**config.mk**
```make
export PLATFORM = sky130hd
export DESIGN_NAME = desf_ctrl
export DESIGN_NICKNAME = d
export VERILOG_FILES = /design/src/sv/desf_pkg.sv /design/src/sv/desf_ctrl.sv
export SDC_FILE = /design/constraint.sdc
export NUM_CORES = 1
export LEC_CHECK = 0
export ABC_CLOCK_PERIOD_IN_PS = 1000
export BUFFER_PORTS_ARGS = -buffer_cell sky130_fd_sc_hd__buf_2
export CAP_MARGIN = 20
export CORE_AREA = 5 5 42 44
export DETAILED_ROUTE_END_ITERATION = 6
export DIE_AREA = 0 0 47 49
export PLACE_DENSITY = 0.57
export SLEW_MARGIN = 40
export SYNTH_ARGS = -nofsm -noshare
export SYNTH_HDL_FRONTEND = slang
export SYNTH_SLANG_ARGS = --single-unit
```
**constraint.sdc**
```tcl
create_clock -name clock -period 1 [get_ports clock]
set_clock_uncertainty 0.05 [all_clocks]
set_input_delay 0.15 -clock clock [delete_from_list [all_inputs] [get_ports clock]]
set_output_delay 0.15 -clock clock [all_outputs]
set_load 0.02 [all_outputs]
```
**src/sv/desf_pkg.sv**
```systemverilog
// ============================================================================
// desf_pkg
// Shared types, constants and the FNV-1a fold for the entity state filter.
// ============================================================================
package desf_pkg;

   localparam int STALE_ENTRIES_DEF = 64;
   localparam int FOLD_ENTRIES_DEF  = 256;
   localparam int MAX_TRACKED_DEF   = 256;

   localparam logic [15:0] HDR_BYTES   = 16'd12;
   localparam logic [7:0]  ES_KIND     = 8'd1;
   localparam logic [7:0]  VER_MIN     = 8'd5;
   localparam logic [7:0]  VER_MAX     = 8'd7;
   localparam logic [31:0] FNV_BASIS   = 32'd2166136261;
   localparam logic [31:0] FNV_PRIME   = 32'd16777619;
   localparam logic [30:0] WRAP_GAP    = 31'h4000_0000;

   // register indexes
   localparam logic [2:0] CSR_FILT_ON   = 3'd0;
   localparam logic [2:0] CSR_EX_MATCH  = 3'd1;
   localparam logic [2:0] CSR_SAT_SITE  = 3'd2;
   localparam logic [2:0] CSR_SAT_APP   = 3'd3;
   localparam logic [2:0] CSR_SAT_ENT   = 3'd4;

   // verdict codes
   localparam logic [2:0] VD_ACCEPT   = 3'd0;
   localparam logic [2:0] VD_MALFORM  = 3'd1;
   localparam logic [2:0] VD_EXERCISE = 3'd2;
   localparam logic [2:0] VD_OTHER    = 3'd3;
   localparam logic [2:0] VD_STALE    = 3'd4;

   typedef enum logic [3:0] {
      ST_IDLE, ST_CHECK, ST_SSCAN, ST_SDONE, ST_HASH, ST_FSCAN, ST_FDONE, ST_OUT
   } desf_state_type;

   // controller to datapath
   typedef struct packed {
      logic load;       // capture request
      logic chk;        // evaluate header checks
      logic sclr;       // clear stale scan index
      logic sstep;      // examine one stale entry
      logic sfin;       // resolve stale scan
      logic hstep;      // one FNV round
      logic fclr;       // clear fold scan index
      logic fstep;      // examine one fold entry
      logic ffin;       // resolve fold scan
      logic post;       // load output register
   } desf_cmd_type;

   // datapath to controller
   typedef struct packed {
      logic pass;       // header checks passed
      logic sdone;      // stale scan finished
      logic hdone;      // hash rounds finished
      logic need_fold;  // accepted non-satellite
      logic fdone;      // fold scan finished
      logic out_busy;   // output register holds an untaken response
   } desf_sts_type;

   // one FNV-1a round
   function automatic logic [31:0] fnv_round(input logic [31:0] h, input logic [7:0] b);
      logic [31:0] x;
      x = h ^ {24'd0, b};
      return x * FNV_PRIME;
   endfunction

   function automatic logic [1:0] classify(input logic [7:0] k, input logic [7:0] d);
      if (k == 8'd1 && d == 8'd5) return 2'd0;
      if (k == 8'd1 && d == 8'd1) return 2'd1;
      if (k == 8'd3 && d == 8'd1) return 2'd1;
      if (k == 8'd2) return 2'd2;
      return 2'd3;
   endfunction

endpackage

```
**src/sv/desf_ctrl.sv**
```systemverilog
// ============================================================================
// desf_ctrl
// Sequencer: header check, stale scan, hash rounds, fold scan, response.
// ============================================================================
module desf_ctrl
   import desf_pkg::*;
(
   input  logic         clock,
   input  logic         reset,
   input  logic         req_valid,
   output logic         req_ready,
   input  desf_sts_type sts,
   output desf_cmd_type cmd
);
   desf_state_type state_ff, state_in;

   always_ff @(posedge clock) begin
      if (reset) begin
         state_ff <= ST_IDLE;
      end else begin
         state_ff <= state_in;
      end
   end

   // next state
   always_comb begin
      state_in = state_ff;
      case (state_ff)
         ST_IDLE:  if (req_valid) state_in = ST_CHECK;
         ST_CHECK: state_in = sts.pass ? ST_SSCAN : ST_OUT;
         ST_SSCAN: if (sts.sdone) state_in = ST_SDONE;
         ST_SDONE: state_in = ST_HASH;
         ST_HASH:  if (sts.hdone) state_in = sts.need_fold ? ST_FSCAN : ST_OUT;
         ST_FSCAN: if (sts.fdone) state_in = ST_FDONE;
         ST_FDONE: state_in = ST_OUT;
         ST_OUT:   if (!sts.out_busy) state_in = ST_IDLE;
         default:  state_in = ST_IDLE;
      endcase
   end

   // outputs
   always_comb begin
      cmd       = '0;
      req_ready = 1'b0;
      case (state_ff)
         ST_IDLE: begin
            req_ready = 1'b1;
            cmd.load  = req_valid;
         end
         ST_CHECK: begin
            cmd.chk  = 1'b1;
            cmd.sclr = 1'b1;
         end
         ST_SSCAN: cmd.sstep = 1'b1;
         ST_SDONE: cmd.sfin  = 1'b1;
         ST_HASH: begin
            cmd.hstep = 1'b1;
            cmd.fclr  = 1'b1;
         end
         ST_FSCAN: cmd.fstep = 1'b1;
         ST_FDONE: cmd.ffin  = 1'b1;
         ST_OUT:   cmd.post  = !sts.out_busy;
         default: ;
      endcase
   end
endmodule

```
### Yosys cells after proc, flatten, opt, wreduce, memory -nomap -nowiden

Cells that the tools add are included.

* bits in registers: 4
* output and inout bits: 11
* logic and storage cells: 33
* input port bits: 9

* reductions and logical operators: 3
* equality and inequality tests: 12
* multiplexer cells: 17

Operator list (number)
* $pmux 4 s8: 1
* $mux 4: 5
* $eq 4x3->1 const B: 4
* $ne 2x2->1 const B: 5
* $eq 4x2->1 const B: 2
* $mux 1: 7
* $mux 2: 3
* $reduce_and 5->1: 1
* $eq 4x1->1 const B: 1
* $logic_not 4->1: 1
* $mux 3: 1
* $logic_not 1->1: 1

### Depth between registers and ports, before layout

Gate-level depths: netlist (run 1).

* depth in word-level cells: 3
* depth in mapped cells: 4
* depth with buffers taken out: 3

### Worst setup path before layout (run 1)

OpenSTA, ideal clock, no wires.

* path type: register -> output
* start: register state_ff[0]
* end: output cmd[8] (netlist name)
* data arrival time: 1.346 ns
* stages on the path, launching flop included: 5
* path slack: -0.546 ns
* buffers on the path: 2
* data required time: 0.800 ns
* path through: dfxtp_1 > buf_2 > inv_1 > nor3_1 > buf_4

RTL lines
* from (decl): RTL line desf_ctrl.sv:15 `desf_state_type state_ff, state_in;`
* from (signal assigned): RTL line desf_ctrl.sv:21 `state_ff <= state_in;`
* to (decl): RTL line desf_ctrl.sv:13 `output desf_cmd_type cmd`

==> impl_metrics.yaml, run 1 <==
status:
  status: "complete, but fails checks"
  violations: "negative setup slack"
timing:
  hold_viol_final: 0
  rsz0062_at_grt: "true"
  max_slew.worst_pin.slew_ns: 0.1799
  drv_slew: 0
  finalCritPeriodShare_pct: 129.4
  clock.fmax_mhz: 773.1
  final.min_clock_period_ns: 1.294
  maxSlewHeadroom_pct: 87.99
  setup_slack_ns: -0.2935
  holdWs_ns: 0.07288
  finalSetupViolCount: 14
grt:
  grt_max_degree: 8
  overflow: 0
  first_global_vias: 386
  grt_pass1_wl_mm: 1.759
  antenna_found_initial: 0
  grt_usage_pct: 10.69
floorplan:
  start_util_pct: 19.37
  die_x_um: 47
  io-pin-count: 20
  std_cell_rows: 14
  die_height_um: 49
  core_area_um2: 1401
  die_area_um2: 2303
setup_path:
  crit_required_ns: 0.80
  crit_family: "flip-flops"
  critPathArrivalTime_ns: 1.09
  startpoint_type: "flip-flop"
  cp_num_buf_inv: 2
  cp_slowest_cell: "dfxtp_4"
  cp-end-kind: "output port"
  path_common_cell: "buf_6"
  path_cells: "buf_6 -> nor2_4 -> and2_4 -> buf_6"
  crit_type: "reg -> out"
  critPathMaxFanout: 5
  slowest_delay_ns: 0.35
  reg2reg_setup_slack_ns: -0.17
synthesis:
  yosys-top-cells-area: "dfxtp_1 22%, nor3b_1 8.3%, nor3_1 7.4%"
  yosysTopAreaCell: "dfxtp_1"
  synth_top_area_share_pct: 22.12
  syn-cell-area_um2: 271.5
  synth_cells: 35
  synth_edf_count: 0
  ys.flop_type: "dfxtp_1"
  yosys_warnings: 0
  synthAdderAreaFrac_pct: 0
  synth-seq-cells: 3
  syn_avg_cell_area_um2: 7.757
  synth-compound-area-share_pct: 18.89
  synth_mux_area_share_pct: 3.687
  yosys-top-cells-count: "4 x nor3_1, 3 x dfxtp_1, 3 x nand2_1, 3 x nor3b_1"
  synth_top_family_by_area: "simple AND/OR/NAND/NOR gates"
  synth-simple-area-share_pct: 40.55
  synth.distinct_cells: 22
  synth.most_common_cell: "nor3_1"
  synth_xor_area_share_pct: 0
  syn_nets: 44
  ys_seq_area_share_pct: 22.12
  async_reset_ff_share_pct: 0
cells_and_area:
  nNetsFinal: 80
  drive_gt1_share_pct: 88.57
  top_register: "state_ff"
  area.growth.synth_to_final_pct: 169.6
  instances_no_fill: 86
  antenna_cells: 0
  largest_register_ffs: 3
  largestRegisters: "state_ff (3)"
clock_network:
  cts_buffer_depth: 2
  insertion_delay_ns: 0.24
  cts.root.buffer_cell: "clkbuf_4"
  clkTransAtPathRegs_ns: 0.04
  htreeDepth: 1
  clkSinkCount: 3
  cts_tree: "built"
  cts-buffers-inserted: 3
power:
  swShare_pct: 38.28
  power_density_nw_per_um2: 1778
  p_comb_share_pct: 66.6
  intPower_uw: 803.3
  p_sw_uw: 498.2
  ir_drop_mv: 1.135
  power_leakage_nw: 0.3403
  seq_power_share_pct: 16.2
  power.share.clock_pct: 17.3
routing:
  wl_mm: 1.085
  drt_iter0_drc: 2
  vias: 385
  wl_per_cell_um: 12.62
  dr.pass1.iters: 2
  ant_nets: 0
  via_per_inst: 4.477
  drc_errors: 0
placed_design:
  hpwl_um: 725.7
  placed_cells: 75
  gp_congestion: 0.7604
  portBuffers: 19
worst_hold_path:
  hold_path.class: "in -> reg"
flow_run:
  maxCapViolCount: 0
## worst paths after layout
kind | from | end | depth (start not counted)
worst max-delay path | state_ff[0] | cmd[3] | 4
worst min-delay path | reset | state_ff[1] | 2
worst max register to register | state_ff[2] | state_ff[0] | 4
worst min register to register | state_ff[1] | state_ff[0] | 1
## cells by family after synthesis
group / Yosys count
flip-flops: 3
multiplexers: 1
buffers and inverters: 6
AO/OA/AOI/OAI: 6
AND/OR/NAND/NOR: 19
## area by class of cell
type	count	area [um2]
tap	16	20.02
fill	134	669.4
multi-input combinational	26	291.5
clock buffer	4	26.28
inverter	1	3.754
timing repair buffer	36	319.1
sequential	3	71.32
## what timing repair did
item                                    4_1_cts  5_1_grt
hold buffers                                  0        0
pin swaps                                     9        7
endpoints found under the setup margin       14       14
buffers inserted                              7        2
resized for setup                            35        9
## layer usage
layer | track usage, % | part of all wire (%) | vias to the layer above
li1 | - | - | 194
met1 | 11.82 | 39 | 180
met2 | 17.19 | 55 | 9
met3 | 4.797 | 4.4 | 2
met4 | 4.147 | 0.74 | 0
met5 | 0 | 0 | -
## power by group through the flow
stage / sequential (mW) / combinational (mW) / clock (mW)
4_1_cts: 0.208 / 0.783 / 0.239
6_report: 0.210 / 0.866 / 0.225
3_3_place_gp: 0.199 / 0.561 / 0
5_1_grt: 0.217 / 0.930 / 0.258
3_5_place_dp: 0.199 / 0.564 / 0
2_1_floorplan: 0.169 / 0.440 / 0
## through the flow
step | area [um2] | utilization, % | setup TNS (ns) | setup WS (ns) | power, mW
global placement | 489.2 | 34.91 | -1.480 | -0.1623 | 0.7601
floorplan | 342.8 | - | -0.5745 | -0.1284 | 0.6085
CTS | 675.6 | 48.21 | -3.458 | -0.3118 | 1.230
detailed placement | 489.2 | 34.91 | -1.457 | -0.1701 | 0.7625
finish | 732.0 | 52.23 | -3.316 | -0.2935 | 1.301
global route | 732.0 | 52.23 | -4.194 | -0.3587 | 1.405
## cells in the final DEF (no fill, tap or decap), drive strengths merged
master,synthesis,layout
nor3,4,4
a21o,1,1
inv,1,1
clkbuf,0,4
nor3b,4,4
o311a,1,1
mux2i,1,1
or2,1,1
and3,1,1
a21oi,1,1
nand2b,2,2
dfxtp,3,3
nor2,2,2
o21bai,1,1
a221oi,1,1
a31oi,1,1
nand2,3,3
buf,5,36
and2,1,1
nand3,1,1
Power figures use the tool's default switching activity.
==> run 2: changes to the inputs <==
--- a/config.mk
+++ b/config.mk
@@ -5,13 +5,14 @@
 export SDC_FILE = /design/constraint.sdc
 export NUM_CORES = 1
 export LEC_CHECK = 0
+export ABC_AREA = 1
 export ABC_CLOCK_PERIOD_IN_PS = 1000
 export BUFFER_PORTS_ARGS = -buffer_cell sky130_fd_sc_hd__buf_2
 export CAP_MARGIN = 20
 export CORE_AREA = 5 5 42 44
 export DETAILED_ROUTE_END_ITERATION = 6
 export DIE_AREA = 0 0 47 49
-export PLACE_DENSITY = 0.57
+export PLACE_DENSITY = 0.63
 export SLEW_MARGIN = 40
 export SYNTH_ARGS = -nofsm -noshare
 export SYNTH_HDL_FRONTEND = slang
==> run 2 against run 1 <==
The flow still finishes with violations (negative setup slack). Critical path depth did not move. Wire length fell by 10%. Clock power fell by 4%. Count of clock-buffer cells in the layout did not move. Critical endpoint is now cmd[5]. Highest routed layer unchanged. Area after synthesis rose by 25%. Non-clock buffer count fell by 8.
==> impl_metrics.yaml, run 2 <==
synthesis:
  synth-seq-cells: 3
  ys.flop_type: "dfxtp_1"
  yosys-top-cells-count: "8 x inv_1, 8 x nor2_1, 7 x nand2_1"
  yosysTopAreaCell: "dfxtp_1"
  syn_avg_cell_area_um2: 6.077
  synth_top_area_share_pct: 17.65
  synth.distinct_cells: 17
  async_reset_ff_share_pct: 0
  yosys_warnings: 0
  synth_cells: 56
  ys_seq_area_share_pct: 17.65
  syn-cell-area_um2: 340.3
  yosys-top-cells-area: "dfxtp_1 18%, nand3_2 8.8%, inv_1 8.8%"
  synth_edf_count: 0
  syn_nets: 65
cells_and_area:
  drive_gt1_share_pct: 70.59
  largestRegisters: "state_ff (3)"
  final_common_cell: "buf_4"
  largest_register_ffs: 3
  top_register: "state_ff"
  seq_area_um2: 71.32
  multi_input_area_um2: 265.3
  antenna_cells: 0
  fin_area_um2: 664.4
  area.growth.synth_to_final_pct: 95.22
  fill_cells: 146
  instances_no_fill: 101
  nNetsFinal: 95
  final_cell_mix: "11 x buf_4, 9 x buf_6, 8 x buf_2"
  fin_util_pct: 47.41
timing:
  clock.fmax_mhz: 778.5
  final.min_clock_period_ns: 1.284
  maxSlewHeadroom_pct: 85.55
  holdWs_ns: 0.1082
  rsz0062_at_grt: "true"
  drv_slew: 0
  setup_slack_ns: -0.2845
  hold_viol_final: 0
  max_slew.worst_pin.slew_ns: 0.2145
  finalSetupViolCount: 14
  setup-tns-final_ns: -3.105
  finalCritPeriodShare_pct: 128.4
setup_path:
  reg2reg_setup_slack_ns: -0.22
  critPathMaxFanout: 8
  r2r_cells: 7
  startpoint_type: "flip-flop"
  worst_r2r_endpoint: "state_ff[2]"
  critPathArrivalTime_ns: 1.08
  cp-end-kind: "output port"
  crit_type: "reg -> out"
  r2r_start: "state_ff[0]"
  crit_required_ns: 0.80
power:
  power_mw: 2.030
  power_density_nw_per_um2: 3055
  ir_drop_mv: 1.304
  power_leakage_nw: 0.3407
routing:
  wl_per_cell_um: 9.634
  dr.pass1.iters: 4
  drc_errors: 0
  via_per_inst: 4.406
  wl_um: 973
  vias: 445
  ant_nets: 0
  drt_iter0_drc: 3
clock_network:
  clkTransAtPathRegs_ns: 0.04
  cts-buffers-inserted: 3
  cts_tree: "built"
  insertion_delay_ns: 0.23
  clkSinkCount: 3
  cts.root.buffer_cell: "clkbuf_4"
  cts_buffer_depth: 2
  htreeDepth: 1
grt:
  busiest_layer: "met2"
  antenna_found_initial: 0
  use_met2_pct: 16.29
  grt_max_degree: 9
  grt_usage_pct: 9.845
  grt_pass1_wl_mm: 1.635
  gr-usage-met1_pct: 10.28
  grt_use_met3_pct: 1.107
  first_global_vias: 407
  overflow: 0
worst_hold_path:
  whs_path_depth: 4
  hold_path.startpoint: "reset"
  hold_end: "state_ff[1]"
  hold_path.class: "in -> reg"
floorplan:
  die_area_um2: 2303
  start_util_pct: 24.29
  core_area_um2: 1401
  io-pin-count: 20
  std_cell_rows: 14
  die_height_um: 49
  die_x_um: 47
placed_design:
  placed_cells: 91
  dpl-instance-area_um2: 494.2
  pre_cts_ws_ns: -0.1703
  hpwl_um: 688
  portBuffers: 19
  gp_congestion: 0.8188
status:
  status: "complete, but fails checks"
  violations: "negative setup slack"
flow_run:
  maxCapViolCount: 0
==> run 2: worst max path at each step <==
stage | from | endpoint
CTS | state_ff[0] | cmd[0]
detailed placement | state_ff[0] | state_ff[2]
finish | state_ff[0] | cmd[5]
global route | state_ff[0] | cmd[0]
global placement | state_ff[0] | state_ff[0]
floorplan | state_ff[0] | state_ff[2]
==> run 2: layout make-up <==
type | count | share of cell area [%]
repair buffers | 28 | 33.71
clock buffers | 4 | 3.955
inverters | 12 | 8.663
well taps | 16 | 3.013
multi-input cells | 38 | 39.92
flip-flops and latches | 3 | 10.73
==> run 2: kinds of logic after synthesis <==
kind of cell	after synthesis	share of synthesized area, %
AND/OR/NAND/NOR	33	53.68
flip-flops	3	17.65
buffers and inverters	15	20.59
AO/OA/AOI/OAI	5	8.086
==> run 2: critical path, stage by stage, from the launching register on <==
cell and delay (ns):
dfxtp_4 0.41, nand2_4 0.08, buf_4 0.14, nor2_1 0.08
buf_4 0.14
==> run 2: power by group <==
part	switching (mW)	leakage (nW)	internal (mW)
logic	0.742	0.299	0.709
clock network	0.0659	0.0150	0.150
registers	0.158	0.0267	0.205
total	0.967	0.341	1.06
==> run 2: metal layers <==
metal	part of all wire, %	vias to the layer above
met1	39	196
met5	0	-
met2	53	13
met4	2.7	0
li1	-	232
met3	4.9	4
==> run 2: repair_timing <==
item | in CTS | in global routing
resized for setup | 26 | 7
setup endpoints to repair | 14 | 14
setup buffers | 5 | 1
hold buffers | 0 | 0
pin swaps | 4 | 3
